**config.mk**
```make
export PLATFORM = sky130hd
export DESIGN_NAME = http_request_header_parser_unit
export DESIGN_NICKNAME = d
export VERILOG_FILES = /design/src/hrp_pkg.sv /design/src/http_request_header_parser_unit.sv
export VERILOG_INCLUDE_DIRS = /design/src /design/src/src
export SDC_FILE = /design/constraint.sdc
export NUM_CORES = 1
export LEC_CHECK = 0
export BUFFER_PORTS_ARGS = -buffer_cell sky130_fd_sc_hd__buf_4
export CORE_ASPECT_RATIO = 1.75
export CORE_MARGIN = 4
export CORE_UTILIZATION = 30
export DETAILED_ROUTE_END_ITERATION = 8
export GPL_ROUTABILITY_DRIVEN = 1
export GPL_TIMING_DRIVEN = 0
export PLACE_DENSITY = 0.46
export SLEW_MARGIN = 20
export SYNTH_ARGS = -nofsm -noshare
export SYNTH_HDL_FRONTEND = slang
export SYNTH_SLANG_ARGS = --single-unit
```
**constraint.sdc**
```tcl
create_clock -name clk_i -period 6.67 [get_ports clk_i]
set_input_delay 1.0005 -clock clk_i [delete_from_list [all_inputs] [get_ports clk_i]]
set_output_delay 1.0005 -clock clk_i [all_outputs]
set_load 0.05 [all_outputs]
```
**src/http_request_header_parser_unit_defines.svh**
```systemverilog
// Assertion macros for the HTTP request header parser.
// Used by the top level; expects clk_i and rst_ni in scope.
`ifndef HTTP_REQUEST_HEADER_PARSER_UNIT_DEFINES_SVH
`define HTTP_REQUEST_HEADER_PARSER_UNIT_DEFINES_SVH

// Check a property on every clock edge outside reset.
`define HRP_ASSERT(lbl, prop, msg) \
  lbl: assert property (@(posedge clk_i) disable iff (!rst_ni) prop) else $error(msg);

// Check that a condition implies another one under non-overlapping implication.
`define HRP_ASSERT_NEXT(lbl, ante, cons, msg) \
  lbl: assert property (@(posedge clk_i) disable iff (!rst_ni) (ante) |=> (cons)) \
    else $error(msg);

`endif

```
**src/hrp_pkg.sv**
```systemverilog
// Types, character codes and lookup functions for the HTTP request header parser.
// No dependencies.
package hrp_pkg;

  localparam int POSITION_BITS_DEF = 32;
  localparam int LENGTH_BITS_DEF   = 32;

  typedef enum logic [3:0] {
    PH_RL, PH_RL_CR, PH_RL_CRLF, PH_RL_CRLFCR, PH_KEY, PH_COLON, PH_SEP,
    PH_VAL, PH_VAL_CR, PH_VAL_CRLF, PH_VAL_CRLFCR, PH_BODY, PH_ERR
  } phase_e;

  typedef enum logic [1:0] {
    ST_INCOMPLETE = 2'd0,
    ST_DONE       = 2'd1,
    ST_ERROR      = 2'd2
  } status_e;

  typedef enum logic [1:0] {
    VP_SKIP, VP_DIGITS, VP_STOP
  } vphase_e;

  localparam logic [3:0] KEY_LEN   = 4'd14;
  localparam logic [1:0] SPACE_MAX = 2'd2;

  localparam logic [7:0] CHR_TAB   = 8'h09;
  localparam logic [7:0] CHR_LF    = 8'h0A;
  localparam logic [7:0] CHR_CR    = 8'h0D;
  localparam logic [7:0] CHR_SPACE = 8'h20;
  localparam logic [7:0] CHR_PLUS  = 8'h2B;
  localparam logic [7:0] CHR_MINUS = 8'h2D;
  localparam logic [7:0] CHR_ZERO  = 8'h30;
  localparam logic [7:0] CHR_NINE  = 8'h39;
  localparam logic [7:0] CHR_COLON = 8'h3A;
  localparam logic [7:0] CHR_UC_A  = 8'h41;
  localparam logic [7:0] CHR_UC_Z  = 8'h5A;
  localparam logic [7:0] CASE_DIFF = 8'h20;

  // "content-length"
  function automatic logic [7:0] key_char(input logic [3:0] idx);
    logic [7:0] c;
    case (idx)
      4'd0:    c = 8'h63;
      4'd1:    c = 8'h6F;
      4'd2:    c = 8'h6E;
      4'd3:    c = 8'h74;
      4'd4:    c = 8'h65;
      4'd5:    c = 8'h6E;
      4'd6:    c = 8'h74;
      4'd7:    c = 8'h2D;
      4'd8:    c = 8'h6C;
      4'd9:    c = 8'h65;
      4'd10:   c = 8'h6E;
      4'd11:   c = 8'h67;
      4'd12:   c = 8'h74;
      4'd13:   c = 8'h68;
      default: c = 8'h00;
    endcase
    return c;
  endfunction

  function automatic logic [7:0] to_lower(input logic [7:0] b);
    logic [7:0] r;
    r = (b >= CHR_UC_A && b <= CHR_UC_Z) ? b + CASE_DIFF : b;
    return r;
  endfunction

endpackage

```
**src/http_request_header_parser_unit.sv**
```systemverilog
// HTTP request header parser: one request byte in, one annotated byte out.
// Each accepted byte's result word is registered in the output register.
// Throughput: one byte per cycle unless a waiting result is stalled by out_stall_i;
// each byte's transition and decimal accumulate step update the parser state registers.
// Reset: asynchronous, active low; parser returns to the request line state
// with all counters, flags and the latched length cleared, output empty.
`include "http_request_header_parser_unit_defines.svh"

module http_request_header_parser_unit #(
  parameter int POSITION_BITS = hrp_pkg::POSITION_BITS_DEF,
  parameter int LENGTH_BITS   = hrp_pkg::LENGTH_BITS_DEF
) (
  input  logic                     clk_i,
  input  logic                     rst_ni,
  input  logic                     in_valid_i,
  output logic                     in_stall_o,
  input  logic [7:0]               data_byte_i,
  input  logic                     chunk_end_i,
  output logic                     out_valid_o,
  input  logic                     out_stall_i,
  output logic [7:0]               out_byte_o,
  output logic [1:0]               status_o,
  output logic [POSITION_BITS-1:0] position_o,
  output logic                     header_start_mark_o,
  output logic                     key_start_mark_o,
  output logic                     value_start_mark_o,
  output logic                     headers_end_mark_o,
  output logic [LENGTH_BITS-1:0]   content_length_o,
  output logic [POSITION_BITS-1:0] uri_start_o
);

  localparam int CMP_BITS = (POSITION_BITS > LENGTH_BITS) ? POSITION_BITS : LENGTH_BITS;

  hrp_pkg::phase_e             phase_q, phase_d;
  hrp_pkg::status_e            status_q, status_d;
  hrp_pkg::vphase_e            vphase_q, vphase_d;
  logic [POSITION_BITS-1:0]    byte_count_q, byte_count_d;
  logic [POSITION_BITS-1:0]    first_space_q, first_space_d;
  logic [POSITION_BITS-1:0]    body_start_q, body_start_d;
  logic [1:0]                  space_count_q, space_count_d;
  logic [3:0]                  key_pos_q, key_pos_d;
  logic                        key_mis_q, key_mis_d;
  logic                        len_found_q, len_found_d;
  logic                        vneg_q, vneg_d;
  logic [LENGTH_BITS-1:0]      vacc_q, vacc_d;
  logic [LENGTH_BITS-1:0]      length_q, length_d;

  logic                        out_valid_q;
  logic [7:0]                  out_byte_q;
  logic [POSITION_BITS-1:0]    position_q;
  logic                        hdr_mark_q, key_mark_q, val_mark_q, end_mark_q;
  logic [LENGTH_BITS-1:0]      clen_q;
  logic [POSITION_BITS-1:0]    uri_q;

  logic                        in_accept;
  logic [7:0]                  ob;
  logic                        m_hdr, m_key, m_val, m_end;
  logic                        kfeed, vfeed;
  logic [3:0]                  kpos_in;
  logic                        kmis_in;
  logic [7:0]                  kbyte;
  hrp_pkg::vphase_e            vph_in;
  logic                        vneg_in;
  logic [LENGTH_BITS-1:0]      vacc_in;
  logic                        is_ws, is_dig;
  logic [LENGTH_BITS+3:0]      acc_ext;
  logic [LENGTH_BITS-1:0]      acc_next;
  logic [POSITION_BITS-1:0]    got;
  logic [LENGTH_BITS-1:0]      need;

  assign in_stall_o = out_valid_q && out_stall_i;
  assign in_accept  = in_valid_i && !in_stall_o;

  assign is_ws  = (data_byte_i == hrp_pkg::CHR_SPACE) ||
                  (data_byte_i >= hrp_pkg::CHR_TAB && data_byte_i <= hrp_pkg::CHR_CR);
  assign is_dig = (data_byte_i >= hrp_pkg::CHR_ZERO) && (data_byte_i <= hrp_pkg::CHR_NINE);

  assign acc_ext  = ({4'b0, vacc_in} << 3) + ({4'b0, vacc_in} << 1) +
                    {{LENGTH_BITS{1'b0}}, data_byte_i[3:0]};
  assign acc_next = (|acc_ext[LENGTH_BITS+3:LENGTH_BITS]) ? {LENGTH_BITS{1'b1}}
                                                           : acc_ext[LENGTH_BITS-1:0];

  always_comb begin
    phase_d       = phase_q;
    status_d      = status_q;
    vphase_d      = vphase_q;
    byte_count_d  = byte_count_q;
    first_space_d = first_space_q;
    body_start_d  = body_start_q;
    space_count_d = space_count_q;
    key_pos_d     = key_pos_q;
    key_mis_d     = key_mis_q;
    len_found_d   = len_found_q;
    vneg_d        = vneg_q;
    vacc_d        = vacc_q;
    length_d      = length_q;
    ob            = data_byte_i;
    m_hdr         = 1'b0;
    m_key         = 1'b0;
    m_val         = 1'b0;
    m_end         = 1'b0;
    kfeed         = 1'b0;
    kpos_in       = key_pos_q;
    kmis_in       = key_mis_q;
    kbyte         = data_byte_i;
    vfeed         = 1'b0;
    vph_in        = vphase_q;
    vneg_in       = vneg_q;
    vacc_in       = vacc_q;
    got           = '0;
    need          = '0;

    if (status_q == hrp_pkg::ST_INCOMPLETE) begin
      if (data_byte_i == hrp_pkg::CHR_SPACE && space_count_q < hrp_pkg::SPACE_MAX) begin
        if (space_count_q == 2'd0) begin
          first_space_d = byte_count_q;
        end
        space_count_d = space_count_q + 2'd1;
      end

      phase_d = hrp_pkg::PH_ERR;
      case (phase_q)
        hrp_pkg::PH_RL: begin
          if (data_byte_i == hrp_pkg::CHR_CR) begin
            phase_d = hrp_pkg::PH_RL_CR;
            ob      = 8'h00;
          end else begin
            phase_d = hrp_pkg::PH_RL;
          end
        end
        hrp_pkg::PH_RL_CR, hrp_pkg::PH_VAL_CR: begin
          if (data_byte_i == hrp_pkg::CHR_LF) begin
            phase_d = (phase_q == hrp_pkg::PH_RL_CR) ? hrp_pkg::PH_RL_CRLF
                                                     : hrp_pkg::PH_VAL_CRLF;
          end
        end
        hrp_pkg::PH_RL_CRLF, hrp_pkg::PH_VAL_CRLF: begin
          if (data_byte_i == hrp_pkg::CHR_CR) begin
            phase_d = (phase_q == hrp_pkg::PH_RL_CRLF) ? hrp_pkg::PH_RL_CRLFCR
                                                       : hrp_pkg::PH_VAL_CRLFCR;
          end else begin
            phase_d = hrp_pkg::PH_KEY;
            ob      = hrp_pkg::to_lower(data_byte_i);
            m_hdr   = (phase_q == hrp_pkg::PH_RL_CRLF);
            m_key   = 1'b1;
            kfeed   = 1'b1;
            kpos_in = 4'd0;
            kmis_in = 1'b0;
          end
        end
        hrp_pkg::PH_RL_CRLFCR, hrp_pkg::PH_VAL_CRLFCR: begin
          if (data_byte_i == hrp_pkg::CHR_LF) begin
            phase_d      = hrp_pkg::PH_BODY;
            m_end        = 1'b1;
            body_start_d = byte_count_q + POSITION_BITS'(1);
          end
        end
        hrp_pkg::PH_KEY: begin
          if (data_byte_i == hrp_pkg::CHR_COLON) begin
            phase_d = hrp_pkg::PH_COLON;
            ob      = 8'h00;
          end else begin
            phase_d = hrp_pkg::PH_KEY;
            ob      = hrp_pkg::to_lower(data_byte_i);
            kfeed   = 1'b1;
          end
        end
        hrp_pkg::PH_COLON: begin
          if (data_byte_i == hrp_pkg::CHR_SPACE) begin
            phase_d = hrp_pkg::PH_SEP;
          end
        end
        hrp_pkg::PH_SEP: begin
          phase_d = hrp_pkg::PH_VAL;
          m_val   = 1'b1;
          vfeed   = 1'b1;
          vph_in  = hrp_pkg::VP_SKIP;
          vneg_in = 1'b0;
          vacc_in = '0;
        end
        hrp_pkg::PH_VAL: begin
          if (data_byte_i == hrp_pkg::CHR_CR) begin
            phase_d = hrp_pkg::PH_VAL_CR;
            ob      = 8'h00;
            if (!len_found_q && !key_mis_q && key_pos_q == hrp_pkg::KEY_LEN) begin
              len_found_d = 1'b1;
              length_d    = (vneg_q && vacc_q != '0) ? {LENGTH_BITS{1'b1}} : vacc_q;
            end
          end else begin
            phase_d = hrp_pkg::PH_VAL;
            vfeed   = 1'b1;
          end
        end
        hrp_pkg::PH_BODY: begin
          phase_d = hrp_pkg::PH_BODY;
        end
        default: begin
          phase_d = hrp_pkg::PH_ERR;
        end
      endcase

      byte_count_d = byte_count_q + POSITION_BITS'(1);

      if (kfeed) begin
        kbyte = ob;
        if (kmis_in || kpos_in >= hrp_pkg::KEY_LEN || kbyte != hrp_pkg::key_char(kpos_in)) begin
          key_mis_d = 1'b1;
          key_pos_d = kpos_in;
        end else begin
          key_mis_d = kmis_in;
          key_pos_d = kpos_in + 4'd1;
        end
      end

      if (vfeed) begin
        vphase_d = vph_in;
        vneg_d   = vneg_in;
        vacc_d   = vacc_in;
        case (vph_in)
          hrp_pkg::VP_SKIP: begin
            if (is_ws) begin
              vphase_d = hrp_pkg::VP_SKIP;
            end else if (data_byte_i == hrp_pkg::CHR_MINUS ||
                         data_byte_i == hrp_pkg::CHR_PLUS) begin
              vneg_d   = (data_byte_i == hrp_pkg::CHR_MINUS);
              vphase_d = hrp_pkg::VP_DIGITS;
            end else if (is_dig) begin
              vphase_d = hrp_pkg::VP_DIGITS;
              vacc_d   = acc_next;
            end else begin
              vphase_d = hrp_pkg::VP_STOP;
            end
          end
          hrp_pkg::VP_DIGITS: begin
            if (is_dig) begin
              vacc_d = acc_next;
            end else begin
              vphase_d = hrp_pkg::VP_STOP;
            end
          end
          default: begin
            vphase_d = hrp_pkg::VP_STOP;
          end
        endcase
      end

      got  = byte_count_d - body_start_d;
      need = len_found_d ? length_d : '0;
      if (chunk_end_i) begin
        if (phase_d == hrp_pkg::PH_ERR) begin
          status_d = hrp_pkg::ST_ERROR;
        end else if (phase_d == hrp_pkg::PH_BODY) begin
          if (need == '0 || CMP_BITS'(got) >= CMP_BITS'(need)) begin
            status_d = (space_count_d >= hrp_pkg::SPACE_MAX) ? hrp_pkg::ST_DONE
                                                             : hrp_pkg::ST_ERROR;
          end
        end
      end
    end
  end

  always_ff @(posedge clk_i or negedge rst_ni) begin
    if (!rst_ni) begin
      phase_q       <= hrp_pkg::PH_RL;
      status_q      <= hrp_pkg::ST_INCOMPLETE;
      vphase_q      <= hrp_pkg::VP_SKIP;
      byte_count_q  <= '0;
      first_space_q <= '0;
      body_start_q  <= '0;
      space_count_q <= '0;
      key_pos_q     <= '0;
      key_mis_q     <= 1'b0;
      len_found_q   <= 1'b0;
      vneg_q        <= 1'b0;
      vacc_q        <= '0;
      length_q      <= '0;
      out_valid_q   <= 1'b0;
    end else begin
      if (!in_stall_o) begin
        out_valid_q <= in_valid_i;
      end
      if (in_accept) begin
        phase_q       <= phase_d;
        status_q      <= status_d;
        vphase_q      <= vphase_d;
        byte_count_q  <= byte_count_d;
        first_space_q <= first_space_d;
        body_start_q  <= body_start_d;
        space_count_q <= space_count_d;
        key_pos_q     <= key_pos_d;
        key_mis_q     <= key_mis_d;
        len_found_q   <= len_found_d;
        vneg_q        <= vneg_d;
        vacc_q        <= vacc_d;
        length_q      <= length_d;
      end
    end
  end

  always_ff @(posedge clk_i) begin
    if (in_accept) begin
      out_byte_q <= ob;
      position_q <= byte_count_q;
      hdr_mark_q <= m_hdr;
      key_mark_q <= m_key;
      val_mark_q <= m_val;
      end_mark_q <= m_end;
      clen_q     <= (phase_d == hrp_pkg::PH_BODY && len_found_d) ? length_d : '0;
      uri_q      <= (status_d == hrp_pkg::ST_DONE) ? first_space_d + POSITION_BITS'(1) : '0;
    end
  end

  assign out_valid_o         = out_valid_q;
  assign out_byte_o          = out_byte_q;
  assign status_o            = status_q;
  assign position_o          = position_q;
  assign header_start_mark_o = hdr_mark_q;
  assign key_start_mark_o    = key_mark_q;
  assign value_start_mark_o  = val_mark_q;
  assign headers_end_mark_o  = end_mark_q;
  assign content_length_o    = clen_q;
  assign uri_start_o         = uri_q;

  `HRP_ASSERT_NEXT(a_status_sticky, status_q != hrp_pkg::ST_INCOMPLETE, status_q == $past(status_q), "status left a final value")
  `HRP_ASSERT(a_stall_blocks_input, (out_valid_q && out_stall_i) |-> in_stall_o, "input taken while result waits")
  `HRP_ASSERT(a_end_mark_body, (out_valid_q && end_mark_q) |-> (phase_q == hrp_pkg::PH_BODY), "headers end without body phase")
  `HRP_ASSERT_NEXT(a_count_advance, in_accept && status_q == hrp_pkg::ST_INCOMPLETE, byte_count_q == $past(byte_count_q) + POSITION_BITS'(1), "byte count did not advance")

endmodule

```
==> metrics.md <==
| Metric | Value |
|---|---|
| Async set-or-reset flop fraction in the synthesized netlist | `0.622` |
| Number of filler cells placed in the layout | `6,755` |
| Worst-case clock skew | `approximately 0.017 ns` |
| Power share of the clock group | `0.452` |
| Depth of the critical timing path with buffers and inverters included | `33` |
| Maximum buffer depth of the clock tree | `3` |
| Yosys synthesis warning count | `0` |
| Clock Pin Slew Worst Setup and Hold Paths | `0.07 ns` |
| Pin slew with the least headroom to its limit | `0.978 ns` |
| Area of the placeable core | `65,500 µm²` |
| Worst Setup Slack, final | `-0.117 ns` |
| Crit path max fanout | `10` |
| Synth-to-layout area growth | `20.8%` |
| Achievable clock frequency | `about 150 MHz` |
| Via count of the first global-routing pass | `between 15,000 and 20,000` |
| Hold Crit Class | `input pin to asynchronous set/reset pin` |
| Maximum level of the CTS H-tree | `1` |
| Met3 wire length | `1990 µm` |
| Setup repair after global routing missed its margin | `true` |
| Final weighted congestion of routability-driven global placement | `0.877` |
| Crit path buf inv count | `9` |
| Net total in the final layout | `2,576` |
| Synthesis-stage register bit count | `between 200 and 300` |
| Power density of the placed cells | `162 nW/µm²` |
| Largest net degree at the start of global routing | `about 90` |
| Violations in the final reports | `setup timing` |
| Type of element launching the critical path | `input pin` |
| Highest metal used | `met4` |
| Detailed Route Iter0 Violations | `around 850` |
| Logic gate share of total power | `0.067` |
| Post-synthesis sequential area ratio | `0.388` |
| Slew Viols, Final | `0` |
| Area of combinational cells with multiple inputs | `roughly 12,000 µm²` |
| Initial standard-cell utilization of the core | `0.303` |
| Relative contribution of sequential cells to total power | `0.481` |
| Post-synthesis instance area | `~20,000 µm²` |
| Clock latency reported for the late side of the worst-skew pair | `0.60 ns` |
| Net load switching power | `0.973 mW` |
| Layout cells sized above 1 | `0.164` |
| Post-Route M1 WL | `around 24,000 µm` |
| Share of the synthesized area in the top cell type | `0.225` |
| Wire length on met2 | `39,600 µm` |
| Detail Placement HPWL | `roughly 55,000 µm` |
| Slowest cell on the critical path | `sky130_fd_sc_hd__a221o_2` |
| Fin crit period | `6.79 ns` |
| Relative max-transition margin | `0.348` |
| Port-buffer cells | `123` |
| Cell-internal power | `2.90 mW` |
| Cell leakage power | `10.3 nW` |
| Yosys top cell by area | `sky130_fd_sc_hd__dfrtp_1` |
| CP max stage delay | `0.43 ns` |
| Count of unique library cells instantiated by Yosys | `96` |
| Worst-case vdd ir drop | `179 µV` |
| First-pass GRT wire length | `108,000 µm` |
| Number of enable-type register cells in the synthesized netlist | `108` |
| Drt wl/cell | `21.1 µm` |
| DRC violations left | `0` |
| Layout Utilization | `0.366` |
| Die footprint | `70,500 µm²` |
| Run status | `finished with violations` |
| Biggest area contributors in the synthesized netlist | `sky130_fd_sc_hd__dfrtp_1 (22%), sky130_fd_sc_hd__edfxtp_1 (16%), sky130_fd_sc_hd__ha_1 (8.0%)` |
| Switching fraction of total power | `0.251` |
| Clock Sinks | `around 290` |
| Floorplan die width | `a little over 200 µm` |
| Placement Setup Slack | `-2.71 ns` |
| Crit path capture type | `register` |
| Detailed-route vias per instance | `between 5 and 6` |
| Hold violation count in the final report | `0` |
| Total nets after synthesis | `about 2,400` |
| Count of hold buffers inserted by post-cts repair | `0` |
| Syn Area/Cell | `roughly 9 µm²` |
| Number of I/O pins | `125` |
| WP data required | `about 7.1 ns` |
| Clock tree root driver cell | `sky130_fd_sc_hd__clkbuf_16` |
| Initial antenna violation count | `0` |
| Commonest non-fill, non-tap cell in the layout | `sky130_fd_sc_hd__nand2_1` |
| Final ANT Viol Nets | `0` |
| Period Utilization, post-route | `1.02` |
| Arrival time at the worst endpoint | `slightly above 7 ns` |
| Worst setup path category | `input pin to register` |
| Final hold slack | `0.207 ns` |
| Number of setup violations in the final report | `33` |
| Area occupied by registers | `between 7000 and 8000 µm²` |
| Top flip-flop cell by instance count after synthesis | `sky130_fd_sc_hd__dfrtp_1` |
| Via Count | `17,300` |
| Reported max-cap violation count | `0` |
| Most used cells in the layout excluding fill and tap cells | `sky130_fd_sc_hd__nand2_1 (277), sky130_fd_sc_hd__nor2_1 (230), sky130_fd_sc_hd__dfrtp_1 (177)` |
| Power Total | `~3.9 mW` |
| Cell count of the worst reg-to-reg path | `32` |
| TritonCTS clock tree | `yes` |
| Final wirelength | `70,300 µm` |
| Vertical die dimension | `between 300 and 400 µm` |
| Placement row count | `~120` |
| Cts bufs inserted | `31` |
| Total global routing track utilization | `0.196` |
| Detailed-router iteration count before antenna repair | `5` |
| Grt total ovfl | `0` |
| Gate count of the mapped netlist | `2,237` |
| Kind of cell adding the most delay to the critical path | `compound AO/OA/AOI/OAI gates` |
path summary, 6_finish.rpt:
path,start,to,slack [ns]
worst max-delay path,data_byte_i[0],uri_start_o[19],-0.12
worst min-delay path,rst_ni,byte_count_q[29],0.21
worst max register to register,phase_q[2],uri_start_o[19],0
worst min register to register,byte_count_q[16],position_o[16],0.44
max in group asynchronous,rst_ni,vacc_q[0],5.73
min in group clk_i,byte_count_q[16],position_o[16],0.44
metal layers:
layer,track usage,vias to the layer above
li1,-,8452
met5,0,-
met4,0.0998,0
met1,0.191,8298
met3,0.0161,165
met2,0.401,425
logic make-up (layout without fill, tap and decap cells):
family | count (synthesis) | in the layout | synth area share
xor gates and xnor gates | 144 | 144 | 0.0650
AOI/OAI and AO/OA | 572 | 572 | 0.186
other | 0 | 1 | 0
buffers and inverters | 194 | 414 | 0.0406
muxes | 59 | 59 | 0.0322
adders and majority gates | 134 | 134 | 0.0852
DFF | 286 | 286 | 0.388
and+or+nand+nor | 848 | 848 | 0.203
power groups by stage:
stage | Clock (mW) | Sequential, mW | Combinational, mW
6_report | 1.75 | 1.86 | 0.260
5_1_grt | 1.88 | 1.86 | 0.278
4_1_cts | 1.81 | 1.86 | 0.264
3_5_place_dp | 0 | 1.90 | 0.261
3_3_place_gp | 0 | 1.90 | 0.252
2_1_floorplan | 0 | 1.99 | 0.0605
cell usage after synthesis, types with 8 or more instances:
cell type and instances:
sky130_fd_sc_hd__a211oi_1 52, sky130_fd_sc_hd__a21o_1 44, sky130_fd_sc_hd__a21oi_1 123, sky130_fd_sc_hd__a22oi_1 8
sky130_fd_sc_hd__a2bb2oi_1 18, sky130_fd_sc_hd__a31oi_1 18, sky130_fd_sc_hd__and2_1 42, sky130_fd_sc_hd__and3_1 11
sky130_fd_sc_hd__and4_1 9, sky130_fd_sc_hd__buf_1 11, sky130_fd_sc_hd__buf_2 16, sky130_fd_sc_hd__buf_4 9
sky130_fd_sc_hd__clkbuf_1 93, sky130_fd_sc_hd__dfrtp_1 178, sky130_fd_sc_hd__edfxtp_1 108, sky130_fd_sc_hd__ha_1 127
sky130_fd_sc_hd__inv_1 62, sky130_fd_sc_hd__mux2_2 28, sky130_fd_sc_hd__mux2i_1 30, sky130_fd_sc_hd__nand2_1 280
sky130_fd_sc_hd__nand2b_1 25, sky130_fd_sc_hd__nand3_1 52, sky130_fd_sc_hd__nand4_1 33, sky130_fd_sc_hd__nor2_1 253
sky130_fd_sc_hd__nor2b_1 15, sky130_fd_sc_hd__nor3_1 38, sky130_fd_sc_hd__nor3b_1 11, sky130_fd_sc_hd__nor4_1 24
sky130_fd_sc_hd__o211ai_1 11, sky130_fd_sc_hd__o21a_1 21, sky130_fd_sc_hd__o21ai_0 170, sky130_fd_sc_hd__o21bai_1 9
sky130_fd_sc_hd__o311ai_0 10, sky130_fd_sc_hd__or2_2 11, sky130_fd_sc_hd__or3_1 9, sky130_fd_sc_hd__or4_1 9
sky130_fd_sc_hd__xnor2_1 82, sky130_fd_sc_hd__xor2_1 60
flip-flops by register name, indices dropped and copies added, names as in the netlist, 2 cells and up, named ones only:
| signal | cells |
|---|---|
| byte_count_q | 32 |
| uri_start_o | 32 |
| body_start_q | 32 |
| first_space_q | 32 |
| phase_q | 4 |
| vacc_q | 32 |
| vphase_q | 2 |
| length_q | 32 |
| position_o | 32 |
| key_pos_q | 4 |
| status_o | 2 |
| content_length_o | 32 |
| out_byte_o | 8 |
worst reg2reg max path: cells and delay by family (launching register included):
family                   cells  cell delay (ns)
AO/OA/AOI/OAI               15             2.57
buffers and inverters        8             1.52
AND/OR/NAND/NOR              6             1.29
adder cells (fa/ha/maj)      2             0.59
flip-flops                   1             0.35
multiplexers                 1             0.22
layout make-up:
class / instances / share of cell area
Multi-Input combinational cell: 1757 / 0.491
Sequential cell: 286 / 0.321
Timing Repair Buffer: 172 / 0.0621
Tap cell: 882 / 0.0461
Clock buffer: 46 / 0.0379
Buffer: 123 / 0.0277
Inverter: 62 / 0.0100
Clock inverter: 11 / 0.00376
Antenna cell: 1 / 0.000104
repair_timing:
action | 4_1_cts | 5_1_grt
endpoints found under the setup margin | 66 | 66
resized for setup | 69 | 65
gates cloned | 2 | 1
pin swaps | 32 | 31
buffers inserted | 26 | 19
stage by stage:
stage	cells	setup TNS, ns	cell area [µm²]
final	3340	-2.15	24000
after global routing	3339	-13.71	24000
after CTS	3326	-12.25	23700
after detailed placement	3245	-105.50	22200
after global placement	3242	-106.31	22100
after floorplan	2237	-7.44	20000
No activity file was read; power rests on OpenSTA's default activity.
